[config.mk]
export PLATFORM = sky130hd
export DESIGN_NAME = square_wave_channel_sweep_envelope
export DESIGN_NICKNAME = d
export VERILOG_FILES = /design/src/rtl/sqch_pkg.sv /design/src/rtl/sqch_core.sv /design/src/rtl/sqch_out_buf.sv /design/src/rtl/square_wave_channel_sweep_envelope.sv
export SDC_FILE = /design/constraint.sdc
export NUM_CORES = 1
export LEC_CHECK = 0
export BUFFER_PORTS_ARGS = -buffer_cell sky130_fd_sc_hd__buf_2
export CAP_MARGIN = 40
export CORE_MARGIN = 4
export CORE_UTILIZATION = 45
export CTS_CLUSTER_SIZE = 20
export DETAILED_ROUTE_END_ITERATION = 8
export PLACE_DENSITY = 0.61
export SLEW_MARGIN = 40
export SYNTH_ARGS = -nofsm -noshare
export SYNTH_HDL_FRONTEND = slang
export SYNTH_SLANG_ARGS = --single-unit
[constraint.sdc]
create_clock -name aclk -period 8 [get_ports aclk]
set_clock_uncertainty 0.15 [all_clocks]
set_input_delay 1.2 -clock aclk [delete_from_list [all_inputs] [get_ports aclk]]
set_output_delay 1.2 -clock aclk [all_outputs]
set_load 0.01 [all_outputs]
[src/rtl/sqch_pkg.sv]
package sqch_pkg;

    localparam int unsigned PERIOD_LIMIT_DEFAULT = 2047;

    localparam int unsigned PERIOD_W = 11;
    localparam int unsigned TARGET_W = 13;

    // item modes
    localparam logic [2:0] MODE_TICK    = 3'd0;
    localparam logic [2:0] MODE_QUARTER = 3'd1;
    localparam logic [2:0] MODE_HALF    = 3'd2;
    localparam logic [2:0] MODE_REG     = 3'd3;
    localparam logic [2:0] MODE_ENABLE  = 3'd4;

    // channel register indexes
    localparam logic [1:0] REG_DUTY_ENV = 2'd0;
    localparam logic [1:0] REG_SWEEP    = 2'd1;
    localparam logic [1:0] REG_PER_LO   = 2'd2;
    localparam logic [1:0] REG_PER_HI   = 2'd3;

    typedef struct packed {
        logic [2:0] mode;
        logic [1:0] reg_index;
        logic [7:0] data;
    } in_item_t;

    typedef struct packed {
        logic [3:0] sample;
        logic       length_active;
    } out_item_t;

    // one bit per sequencer step
    localparam logic [7:0] DUTY_WAVE [4] = '{
        8'b0000_0010,
        8'b0000_0110,
        8'b0001_1110,
        8'b1111_1001
    };

    localparam logic [7:0] LENGTH_LOAD [32] = '{
        8'd10,  8'd254, 8'd20, 8'd2,  8'd40, 8'd4,  8'd80, 8'd6,
        8'd160, 8'd8,   8'd60, 8'd10, 8'd14, 8'd12, 8'd26, 8'd14,
        8'd12,  8'd16,  8'd24, 8'd18, 8'd48, 8'd20, 8'd96, 8'd22,
        8'd192, 8'd24,  8'd72, 8'd26, 8'd16, 8'd28, 8'd32, 8'd30
    };

    // sweep target, range -1 .. 4094
    function automatic logic signed [TARGET_W-1:0] sweep_target(
        input logic [PERIOD_W-1:0] period,
        input logic [2:0]          shift,
        input logic                negate,
        input logic                first
    );
        logic [TARGET_W-1:0] cur;
        logic [TARGET_W-1:0] delta;
        logic [TARGET_W-1:0] res;
        cur   = TARGET_W'(period);
        delta = TARGET_W'(period >> shift);
        if (negate) begin
            res = cur - delta - TARGET_W'(first);
        end else begin
            res = cur + delta;
        end
        return $signed(res);
    endfunction

    function automatic logic sweep_muted(
        input logic [PERIOD_W-1:0] period,
        input logic [2:0]          shift,
        input logic                negate,
        input logic                first,
        input logic [TARGET_W-1:0] limit
    );
        logic signed [TARGET_W-1:0] t;
        t = sweep_target(period, shift, negate, first);
        return (period < PERIOD_W'(8)) || (t > $signed(limit));
    endfunction

endpackage

[src/rtl/sqch_core.sv]
module sqch_core #(
    parameter int unsigned PERIOD_LIMIT = sqch_pkg::PERIOD_LIMIT_DEFAULT
) (
    input  logic               aclk,
    input  logic               aresetn,
    input  logic               first_channel,
    input  logic               item_accept,
    input  sqch_pkg::in_item_t item,
    output sqch_pkg::out_item_t result
);

    localparam logic [sqch_pkg::TARGET_W-1:0] LIMIT = sqch_pkg::TARGET_W'(PERIOD_LIMIT);
    localparam logic [sqch_pkg::PERIOD_W-1:0] PERIOD_MAX = '1;

    typedef struct packed {
        logic [1:0]                  duty_select;
        logic                        halt_loop;
        logic                        vol_const;
        logic [3:0]                  env_period;
        logic                        env_start;
        logic [3:0]                  env_level;
        logic [3:0]                  env_divider;
        logic                        sweep_enable;
        logic [2:0]                  sweep_period;
        logic                        sweep_negate;
        logic [2:0]                  sweep_shift;
        logic                        sweep_reload;
        logic [2:0]                  sweep_divider;
        logic [sqch_pkg::PERIOD_W-1:0] tone_period;
        logic [11:0]                 timer_count;
        logic [2:0]                  sequence_step;
        logic [7:0]                  length_count;
        logic                        channel_enable;
    } chan_state_t;

    chan_state_t state_reg;
    chan_state_t state_next;

    logic signed [sqch_pkg::TARGET_W-1:0] cur_target;
    logic                                 cur_muted;
    logic                                 next_muted;
    logic [3:0]                           level;

    always_comb begin
        cur_target = sqch_pkg::sweep_target(state_reg.tone_period, state_reg.sweep_shift,
                                            state_reg.sweep_negate, first_channel);
        cur_muted  = sqch_pkg::sweep_muted(state_reg.tone_period, state_reg.sweep_shift,
                                           state_reg.sweep_negate, first_channel, LIMIT);
        state_next = state_reg;
        if (item_accept) begin
            unique case (item.mode)
                sqch_pkg::MODE_TICK: begin
                    if (state_reg.timer_count == '0) begin
                        state_next.timer_count   = {state_reg.tone_period, 1'b1};
                        state_next.sequence_step = state_reg.sequence_step + 3'd1;
                    end else begin
                        state_next.timer_count = state_reg.timer_count - 12'd1;
                    end
                end
                sqch_pkg::MODE_QUARTER: begin
                    if (state_reg.env_start) begin
                        state_next.env_start   = 1'b0;
                        state_next.env_level   = 4'd15;
                        state_next.env_divider = state_reg.env_period;
                    end else if (state_reg.env_divider == '0) begin
                        state_next.env_divider = state_reg.env_period;
                        if (state_reg.env_level != '0) begin
                            state_next.env_level = state_reg.env_level - 4'd1;
                        end else if (state_reg.halt_loop) begin
                            state_next.env_level = 4'd15;
                        end
                    end else begin
                        state_next.env_divider = state_reg.env_divider - 4'd1;
                    end
                end
                sqch_pkg::MODE_HALF: begin
                    if (state_reg.length_count != '0 && !state_reg.halt_loop) begin
                        state_next.length_count = state_reg.length_count - 8'd1;
                    end
                    if (state_reg.sweep_divider == '0 && state_reg.sweep_enable && !cur_muted
                            && state_reg.sweep_shift != '0) begin
                        // clamp negative to zero, saturate above the 11-bit range
                        if (cur_target < 0) begin
                            state_next.tone_period = '0;
                        end else if (cur_target > $signed({2'b00, PERIOD_MAX})) begin
                            state_next.tone_period = PERIOD_MAX;
                        end else begin
                            state_next.tone_period = cur_target[sqch_pkg::PERIOD_W-1:0];
                        end
                    end
                    if (state_reg.sweep_divider == '0 || state_reg.sweep_reload) begin
                        state_next.sweep_divider = state_reg.sweep_period;
                        state_next.sweep_reload  = 1'b0;
                    end else begin
                        state_next.sweep_divider = state_reg.sweep_divider - 3'd1;
                    end
                end
                sqch_pkg::MODE_REG: begin
                    unique case (item.reg_index)
                        sqch_pkg::REG_DUTY_ENV: begin
                            state_next.duty_select = item.data[7:6];
                            state_next.halt_loop   = item.data[5];
                            state_next.vol_const   = item.data[4];
                            state_next.env_period  = item.data[3:0];
                        end
                        sqch_pkg::REG_SWEEP: begin
                            state_next.sweep_enable = item.data[7];
                            state_next.sweep_period = item.data[6:4];
                            state_next.sweep_negate = item.data[3];
                            state_next.sweep_shift  = item.data[2:0];
                            state_next.sweep_reload = 1'b1;
                        end
                        sqch_pkg::REG_PER_LO: begin
                            state_next.tone_period = {state_reg.tone_period[10:8], item.data};
                        end
                        sqch_pkg::REG_PER_HI: begin
                            state_next.tone_period = {item.data[2:0],
                                                      state_reg.tone_period[7:0]};
                            if (state_reg.channel_enable) begin
                                state_next.length_count = sqch_pkg::LENGTH_LOAD[item.data[7:3]];
                            end
                            state_next.sequence_step = '0;
                            state_next.env_start     = 1'b1;
                        end
                    endcase
                end
                sqch_pkg::MODE_ENABLE: begin
                    state_next.channel_enable = item.data[0];
                    if (!item.data[0]) begin
                        state_next.length_count = '0;
                    end
                end
                default: begin
                end
            endcase
        end
    end

    // output level is taken from the state after the item
    always_comb begin
        next_muted = sqch_pkg::sweep_muted(state_next.tone_period, state_next.sweep_shift,
                                           state_next.sweep_negate, first_channel, LIMIT);
        level = state_next.vol_const ? state_next.env_period : state_next.env_level;
        if (!state_next.channel_enable || state_next.length_count == '0
                || !sqch_pkg::DUTY_WAVE[state_next.duty_select][state_next.sequence_step]
                || next_muted) begin
            level = '0;
        end
        result.sample        = level;
        result.length_active = (state_next.length_count != '0);
    end

    always_ff @(posedge aclk) begin
        if (!aresetn) begin
            state_reg <= '0;
        end else begin
            state_reg <= state_next;
        end
    end

endmodule

[src/rtl/sqch_out_buf.sv]
module sqch_out_buf (
    input  logic                aclk,
    input  logic                aresetn,
    input  logic                in_valid,
    output logic                in_ready,
    input  sqch_pkg::out_item_t in_data,
    output logic                out_valid,
    input  logic                out_ready,
    output sqch_pkg::out_item_t out_data
);

    logic                main_valid_reg;
    logic                skid_valid_reg;
    sqch_pkg::out_item_t main_reg;
    sqch_pkg::out_item_t skid_reg;
    logic                main_free;
    logic                push;

    assign in_ready  = !skid_valid_reg;
    assign push      = in_valid && in_ready;
    assign main_free = !main_valid_reg || out_ready;
    assign out_valid = main_valid_reg;
    assign out_data  = main_reg;

    always_ff @(posedge aclk) begin
        if (!aresetn) begin
            main_valid_reg <= 1'b0;
            skid_valid_reg <= 1'b0;
        end else if (main_free) begin
            main_valid_reg <= skid_valid_reg || push;
            skid_valid_reg <= 1'b0;
        end else if (push) begin
            skid_valid_reg <= 1'b1;
        end
    end

    always_ff @(posedge aclk) begin
        if (main_free) begin
            main_reg <= skid_valid_reg ? skid_reg : in_data;
        end else if (push) begin
            skid_reg <= in_data;
        end
    end

endmodule

[src/rtl/square_wave_channel_sweep_envelope.sv]
// the result of an accepted item is registered in the output buffer and offered from there
// throughput: one item per cycle while s_ready is high; the channel state updates in the accept cycle
// a two-entry output buffer keeps the input open while one result waits
// reset: aresetn synchronous active low, all channel state zero, first_channel set
module square_wave_channel_sweep_envelope #(
    parameter int unsigned PERIOD_LIMIT = sqch_pkg::PERIOD_LIMIT_DEFAULT
) (
    input  logic                aclk,
    input  logic                aresetn,
    input  logic                cfg_valid,
    output logic                cfg_ready,
    input  logic                cfg_data,
    input  logic                s_valid,
    output logic                s_ready,
    input  sqch_pkg::in_item_t  s_data,
    output logic                m_valid,
    input  logic                m_ready,
    output sqch_pkg::out_item_t m_data
);

    logic                first_channel_reg;
    logic                s_accept;
    sqch_pkg::out_item_t core_result;

    assign cfg_ready = 1'b1;
    assign s_accept  = s_valid && s_ready;

    always_ff @(posedge aclk) begin
        if (!aresetn) begin
            first_channel_reg <= 1'b1;
        end else if (cfg_valid) begin
            first_channel_reg <= cfg_data;
        end
    end

    sqch_core #(
        .PERIOD_LIMIT(PERIOD_LIMIT)
    ) u_core (
        .aclk         (aclk),
        .aresetn      (aresetn),
        .first_channel(first_channel_reg),
        .item_accept  (s_accept),
        .item         (s_data),
        .result       (core_result)
    );

    sqch_out_buf u_out_buf (
        .aclk     (aclk),
        .aresetn  (aresetn),
        .in_valid (s_valid),
        .in_ready (s_ready),
        .in_data  (core_result),
        .out_valid(m_valid),
        .out_ready(m_ready),
        .out_data (m_data)
    );

`ifndef NO_ASSERTIONS
    a_result_follows: assert property (@(posedge aclk) disable iff (!aresetn)
        s_accept |=> m_valid)
        else $error("accepted item left no result");

    a_stall_means_full: assert property (@(posedge aclk) disable iff (!aresetn)
        !s_ready |-> m_valid)
        else $error("input stalled with empty output");

    a_sound_needs_length: assert property (@(posedge aclk) disable iff (!aresetn)
        m_valid && m_data.sample != 4'd0 |-> m_data.length_active)
        else $error("nonzero sample with length counter at zero");

    a_stall_clears: assert property (@(posedge aclk) disable iff (!aresetn)
        !s_ready && m_ready |=> s_ready)
        else $error("output buffer did not drain");
`endif

endmodule

==> results of run 1 <==
==> cells in the mapped netlist, drive strengths merged, types with 9 or more instances <==
cell    instances
nor2          129
nand2          94
inv            83
ha             76
a21oi          69
dfxtp          67
o21ai          52
clkbuf         32
mux2i          32
nor3           29
nand3          26
a211oi         18
buf            15
and2           14
nand2b         14
o211ai         14
nor4           12
nor2b          11
o31ai          11
a31oi          10
edfxtp         10
mux2           10
nand4          10
or3            10
xnor2          10
o22ai           9
==> metrics by stage <==
stage | power, mW | setup slack [ns] | cell area (sq um) | std cells
floorplan | 0.542 | 1.34 | 7610 | 1008
global placement | 0.597 | 0.0825 | 7990 | 1230
detailed placement | 0.597 | 0.0970 | 8000 | 1230
CTS | 1.06 | 0.0623 | 8330 | 1246
global route | 1.10 | 0.0583 | 8360 | 1246
finish | 1.06 | 0.571 | 8360 | 1246
==> worst max-delay path: cells and delay by family, from the launching register on <==
kind | cells | cell delay (ns)
buffers and inverters | 3 | 0.56
multiplexers | 1 | 0.27
flip-flops | 1 | 0.31
adder cells (fa/ha/maj) | 2 | 0.60
AND/OR/NAND/NOR | 8 | 1.59
AO/OA/AOI/OAI | 14 | 3.76
==> report_power, final <==
part,internal (mW),total [mW],switching (mW)
Sequential,0.398,0.404,0.00614
Combinational,0.0668,0.191,0.124
Clock,0.279,0.462,0.183
==> routing by layer <==
layer	share of wire, %	up-vias	routed length (um)
li1	-	3683	-
met3	6.1	45	1450
met5	0	-	0
met2	45	296	10600
met1	47	3573	11000
met4	2.7	0	640
==> worst max-delay path by stage <==
stage	from	to	slack [ns]	depth (start not counted)
final	u_core.state_reg[40]	u_out_buf.out_data[2]	0.57	28
after global routing	u_core.state_reg[30]	u_out_buf.out_data[2]	0.06	28
after CTS	u_core.state_reg[30]	u_out_buf.out_data[2]	0.06	28
after detailed placement	u_core.state_reg[30]	u_out_buf.out_data[2]	0.1	28
after global placement	u_core.state_reg[31]	u_out_buf.out_data[2]	0.08	28
after floorplan	u_core.state_reg[40]	u_out_buf.out_data[1]	1.34	30
==> kinds of logic (layout without fill, tap and decap cells) <==
kind of cell | Yosys count | after routing | share of synthesized area (%)
buffers and inverters | 130 | 148 | 6.85
DFF | 77 | 77 | 21.6
AOI/OAI and AO/OA | 278 | 278 | 25.4
and+or+nand+nor | 385 | 385 | 24.5
other | 1 | 1 | 0.0493
muxes | 45 | 45 | 6.57
xor gates and xnor gates | 11 | 11 | 1.27
adders and majority gates | 81 | 81 | 13.8
==> cell type report <==
| type | count | share of cell area [%] |
|---|---|---|
| sequential | 77 | 19.7 |
| inverter | 83 | 3.75 |
| tap | 220 | 3.29 |
| timing repair buffer | 49 | 3.65 |
| multi-input combinational | 801 | 65.7 |
| clock inverter | 7 | 1.26 |
| clock buffer | 9 | 2.69 |
==> flow_summary.toml, run 1 <==
[global_routing]
grt_use_met1_pct = 34.0
grt_pass1_vias = 6980
grt_busiest_layer = "met2"
antenna_found_initial = 0
grt_pass1_wl_mm = 37.8
grt_overflow = 0
use_met3_pct = 4.07
grt.total_usage_pct = 24.0
met2_usage_pct = 37.6
grt_max_degree = 54

[clock_network]
clkTransAtPathRegs_ns = 0.07
clock-sinks = 77
cts_resized = 0
cts_tree = "built"
cts_made_buffers = 9
ctsHoldBuffers = 0
cts_max_level = 3
insertion_delay_ns = 0.35
post_cts_buffers = 0
cts_root_buf = "clkbuf_16"
ctsLongestPathBuffers = 2

[sta]
hold_violations = 0
timing.final.crit_period_ns = 7.43
max_slew.worst_pin.slew_ns = 0.747
max_slew_margin_pct = 49.7
max_freq_mhz = 135
setup_tns_ns = 0
hold_ws_ns = 0.302
setup_violations = 0
slew_violations = 0
rsz0062_at_grt = "false"
fin_crit_sh_pct = 92.9

[layout]
regArea_sq_um = 1650
fillCellCount = 1706
syn_to_final_growth_pct = 9.88
nNetsFinal = 1121
multi_input_area_sq_um = 5490
antenna_cells = 0
layout_commonest_cell = "nor2_1"
fin_util_pct = 50.4
final_cell_mix = "127 x nor2_1, 94 x nand2_1, 81 x inv_1"
largest_reg_flops = 64
drive_above_1_share_pct = 11.0

[logic_synthesis]
synth_top_cell_by_area = "dfxtp_1"
netlist-cell-type-count = 87
synth_top_area_share_pct = 17.6
synth.net_count = 1108
synthArstFlopShare_pct = 0
yosys_warnings = 0
syn_inst = 1008
synth_area_sq_um = 7610
yosys-top-cells-area = "dfxtp_1 18%, ha_1 12%, nor2_1 6.4%"
yosys_register_bits = 77
avgSynthCellArea_sq_um = 7.55
synth_seq_area_share_pct = 21.6
synth_edf_count = 10
synth-main-ff-cell = "dfxtp_1"

[routing]
dr_total_vias = 7597
detail_route.drc_violations = 0
via_per_inst = 6.10
wl_mm = 23.7
drt_iter0_markers = 657
ant_nets = 0
dr.pass1.iters = 5
wl_per_cell_um = 19.0

[worst_setup_path]
path_class = "reg2reg"
crit_top_cell = "a21oi_1"
crit_path_max_incr_delay_ns = 0.63
arrival_ns = 7.46
rrSetupSlack_ns = 0.57
critPathMaxFanout = 23
r2r_end = "u_out_buf.out_data[2]"
critPathLaunchType = "flop"
slowest_stage = "or4_4"
end_kind = "flop"
r2r_start = "u_core.state_reg[40]"
cp.required_ns = 8.03
ff2ff_path_depth = 28

[floorplanning]
core_sq_um = 16600
start_util_pct = 45.9
die_h_um = 138
rows = 47
dieArea_sq_um = 19100
ios = 27
die_x_um = 138

[power]
leakagePower_nw = 3.58
vdd_drop_max_mv = 0.105
powerDensity_nw_per_um2 = 126

[placement]
port_buffers = 25
detailed_place_hpwl_mm = 18.3
gp_congestion = 1.01

[hold_path]
hold_class = "reg2reg"
holdPathEnd = "u_core.state_reg[36]"
hold_depth = 2
worstHoldStart = "u_core.state_reg[36]"

[flow_run]
drv_cap = 0

[status]
status = "complete, no violations"
(Power assumes the default switching activity.)
==> run 2, diff against run 1 <==
Settings changed: CORE_MARGIN 4 to 5, SKIP_LAST_GASP from default to 1.
==> run 2 against run 1 <==
Total power shrank 5.7%. Wire length decreased by 4.1%. Largest power group unchanged. Cell area down 0.99%.
==> flow_summary.toml, run 2 (synthesis results as in run 1) <==
[layout]
multi_input_area_sq_um = 5470
syn_to_final_growth_pct = 8.79
fillCellCount = 1704
stdcell_count = 1243
antenna_cells = 0
layout_commonest_cell = "nor2_1"
nNetsFinal = 1118
final_cell_mix = "128 x nor2_1, 94 x nand2_1, 81 x inv_1"
fin_util_pct = 49.9
drive_above_1_share_pct = 10.4
design_area_sq_um = 8280
largest_reg_flops = 64
regArea_sq_um = 1640

[status]
status = "complete, no violations"

[placement]
port_buffers = 25
dp_cells = 1227
place_area_sq_um = 7970
detailed_place_hpwl_mm = 17.6
gp_congestion = 0.934

[clock_network]
cts_tree = "built"
ctsLongestPathBuffers = 2
cts_made_buffers = 9
insertion_delay_ns = 0.35
cts_root_buf = "clkbuf_16"
clkTransAtPathRegs_ns = 0.07
ctsHoldBuffers = 0
cts_max_level = 3
post_cts_buffers = 0
clock-sinks = 77

[hold_path]
hold_class = "reg2reg"

[worst_setup_path]
r2r_start = "u_core.state_reg[28]"
rrSetupSlack_ns = 0.54
cp.required_ns = 8.04
crit_end = "u_out_buf.out_data[1]"
end_kind = "flop"
ff2ff_path_depth = 28
crit_path_max_incr_delay_ns = 0.62
critPathMaxFanout = 8
r2r_end = "u_out_buf.out_data[1]"
path_class = "reg2reg"
critPathLaunchType = "flop"
crit_path_start = "u_core.state_reg[28]"
slowest_stage = "or4_4"
arrival_ns = 7.50

[sta]
max_slew_margin_pct = 48.1
slew_violations = 0
timing.final.crit_period_ns = 7.46
hold_violations = 0
rsz0062_at_grt = "false"
setup_violations = 0
max_slew.worst_pin.slew_ns = 0.770
max_freq_mhz = 134
fin_crit_sh_pct = 93.3
setup_tns_ns = 0

[floorplanning]
die_x_um = 140
rows = 47
core_sq_um = 16600
dieArea_sq_um = 19600
start_util_pct = 45.9
die_h_um = 140
ios = 27

[routing]
dr.pass1.iters = 5
via_per_inst = 6.04
drt_iter0_markers = 676
ant_nets = 0
dr_total_vias = 7507
wl_per_cell_um = 18.3
detail_route.drc_violations = 0
wl_mm = 22.7

[global_routing]
grt_overflow = 0
grt_max_degree = 54
antenna_found_initial = 0
grt_pass1_wl_mm = 36.9
grt.total_usage_pct = 22.9
grt_pass1_vias = 6805

[power]
leakagePower_nw = 3.54
vdd_drop_max_mv = 0.0952
powerDensity_nw_per_um2 = 120

[flow_run]
drv_cap = 0
==> run 2: per-stage QoR <==
step	total power, mW	worst slack (ns)	hold slack (ns)
3_5_place_dp	0.594	0.144	0.299
6_report	0.996	0.538	0.304
5_1_grt	1.04	0.0281	0.326
4_1_cts	0.998	0.0923	0.309
3_3_place_gp	0.595	0.120	0.295
2_1_floorplan	0.542	1.34	0.282
==> run 2: per-layer routing <==
layer	GRT usage [%]	routed length (um)	vias up
met2	34.4	9850	242
met1	34.0	11100	3542
li1	-	-	3690
met4	5.61	495	0
met5	0	0	-
met3	4.12	1290	33
==> run 2: critical path: cells and delay by family (launching register included) <==
| family | cells | cell delay [ns] |
|---|---|---|
| and+or+nand+nor | 6 | 1.05 |
| buffers and inverters | 2 | 0.19 |
| adders and majority gates | 3 | 0.99 |
| muxes | 2 | 0.90 |
| DFF | 1 | 0.45 |
| AOI/OAI and AO/OA | 15 | 3.56 |
==> run 2: where the power goes <==
group	switching, mW	internal [mW]	total, mW	leakage [nW]
registers	0.00572	0.398	0.403	0.644
logic	0.122	0.0651	0.187	2.76
clock network	0.189	0.217	0.406	0.136
==> run 2: final cells by class <==
class | count | share of cell area (%)
Multi-Input combinational cell | 801 | 66.1
Sequential cell | 77 | 19.9
Inverter | 83 | 3.79
Timing Repair Buffer | 46 | 3.41
Tap cell | 220 | 3.32
Clock buffer | 9 | 2.72
Clock inverter | 7 | 0.801
==> run 2: what timing repair did <==
item,in CTS,in global routing
endpoints found under the hold margin,0,0
resized for setup,0,8
endpoints found under the setup margin,0,8
==> run 2: worst min path at each step <==
stage | startpoint | end | slack, ns | cells past startpoint
floorplan | u_core.state_reg[36] | u_core.state_reg[36] | 0.28 | 2
global placement | u_core.state_reg[36] | u_core.state_reg[36] | 0.30 | 2
detailed placement | u_core.state_reg[36] | u_core.state_reg[36] | 0.30 | 2
CTS | u_core.state_reg[36] | u_core.state_reg[36] | 0.31 | 2
global route | u_core.state_reg[36] | u_core.state_reg[36] | 0.33 | 2
finish | u_core.state_reg[36] | u_core.state_reg[36] | 0.30 | 2
==> run 3, diff against run 2 <==
Settings changed: RECOVER_POWER from default to 25.
Clock period 8 ns to 8.4 ns, I/O delays scaled along.
==> run 3 against run 2 <==
The run now ends with capacitance limit, slew limit left. Worst setup slack improved by 0.23 ns. Clock power barely moved. Critical path depth shrank 1. Sequential power down 4%. Total power decreased by 3.4%. Combinational power shrank 7%. Largest power group unchanged.
==> flow_summary.toml, run 3 (synthesis results as in run 1) <==
[floorplanning]
dieArea_sq_um = 19600
start_util_pct = 45.9
die_x_um = 140
ios = 27
rows = 47
die_h_um = 140
core_sq_um = 16600

[power]
p_sw_mw = 0.283
vdd_drop_max_mv = 0.103
leakagePower_nw = 3.48
p_int_mw = 0.679
swShare_pct = 29.5
clkPwrFrac_pct = 41.9
p_comb_share_pct = 18.0
powerDensity_nw_per_um2 = 117
p_seq_share_pct = 40.0

[layout]
layout_commonest_cell = "nor2_1"
antenna_cells = 0
stdcell_count = 1238
drive_above_1_share_pct = 9.23
final_cell_mix = "128 x nor2_1, 94 x nand2_1, 81 x inv_1"
fin_util_pct = 49.7
nNetsFinal = 1113
largest_reg_flops = 64
syn_to_final_growth_pct = 8.28
design_area_sq_um = 8240

[clock_network]
cts_max_level = 3
cts_root_buf = "clkbuf_16"
clkTransAtPathRegs_ns = 0.06
cts_made_buffers = 9
clock-sinks = 77
insertion_delay_ns = 0.35
cts_tree = "built"
ctsLongestPathBuffers = 2

[placement]
dp_cells = 1222
place_area_sq_um = 7930
port_buffers = 25
place_ws_ns = 0.498
detailed_place_hpwl_mm = 17.7
gp_congestion = 0.989

[routing]
via_per_inst = 6.05
detail_route.drc_violations = 0
wl_mm = 22.9
drt_iter0_markers = 768
ant_nets = 0
wl_per_cell_um = 18.5
dr.pass1.iters = 5
dr_total_vias = 7484

[worst_setup_path]
arrival_ns = 7.66
crit_buf_inv = 2
end_kind = "flop"
critPathLaunchType = "flop"
cp.required_ns = 8.42
cp_top_family = "compound AO/OA/AOI/OAI gates"
slowest_stage = "or4_1"
path_class = "reg2reg"
critPathMaxFanout = 17
crit_path_max_incr_delay_ns = 0.75

[global_routing]
grt_pass1_vias = 6929
grt.total_usage_pct = 23.0
antenna_found_initial = 0
grt_overflow = 0
grt_max_degree = 54
grt_pass1_wl_mm = 37.0

[hold_path]
hold_class = "reg2reg"

[status]
failed_checks = "capacitance limit, slew limit"
status = "finished with violations"

[sta]
hold_violations = 0
setup_tns_ns = 0
max_slew_margin_pct = -41.8
setup_violations = 0
timing.final.crit_period_ns = 7.63
max_slew.worst_pin.slew_ns = 2.11
max_freq_mhz = 131
setup_ws_ns = 0.766
rsz0062_at_grt = "false"
fin_crit_sh_pct = 90.9
slew_violations = 54

[flow_run]
drv_cap = 1
==> run 3: worst paths after layout <==
kind / slack, ns / cells after the start / end / start
min reg2reg: 0.30 / 2 / u_core.state_reg[36] / u_core.state_reg[36]
min: 0.30 / 2 / u_core.state_reg[36] / u_core.state_reg[36]
max reg2reg: 0.77 / 27 / u_out_buf.out_data[4] / u_core.state_reg[39]
max: 0.77 / 27 / u_out_buf.out_data[4] / u_core.state_reg[39]
==> run 3: metrics by stage <==
stage          total power [mW]  hold WS (ns)
2_1_floorplan             0.517         0.282
5_1_grt                    1.01         0.330
6_report                  0.962         0.302
3_5_place_dp              0.565         0.297
3_3_place_gp              0.564         0.292
4_1_cts                   0.970         0.306
==> run 3: routing by layer <==
layer  routed length [um]  vias to the layer above  GRT usage [%]
li1                     -                     3674              -
met1                11000                     3460           34.0
met2                 9520                      289           33.5
met3                 1610                       61           4.26
met4                  749                        0           8.01
met5                    0                        -              0
==> run 3: power by group through the flow <==
stage,Combinational [mW],Sequential [mW],Clock [mW]
after global routing,0.192,0.386,0.431
after floorplan,0.125,0.392,0
after detailed placement,0.171,0.393,0
after global placement,0.171,0.393,0
after CTS,0.172,0.385,0.413
final,0.174,0.385,0.403
==> run 3: final cells by class <==
type	count	area, sq um
Timing Repair Buffer	41	233
Clock inverter	5	58.8
Fill cell	1680	8340
Inverter	83	313
Clock buffer	11	243
Multi-Input combinational cell	801	5470
Sequential cell	77	1650
Tap cell	220	275
==> run 3: repair_timing <==
action / 4_1_cts / 5_1_grt
gates resized for setup: 0 / 8
hold endpoints to repair: 0 / 0
setup endpoints to repair: 0 / 8
hold buffers: 0 / 0
setup buffers: 0 / 0
==> run 3: worst min-delay path, cell delays in order (launching register included) <==
cell and delay (ns):
dfxtp_1 0.31, nand2_1 0.05, a21oi_1 0.05
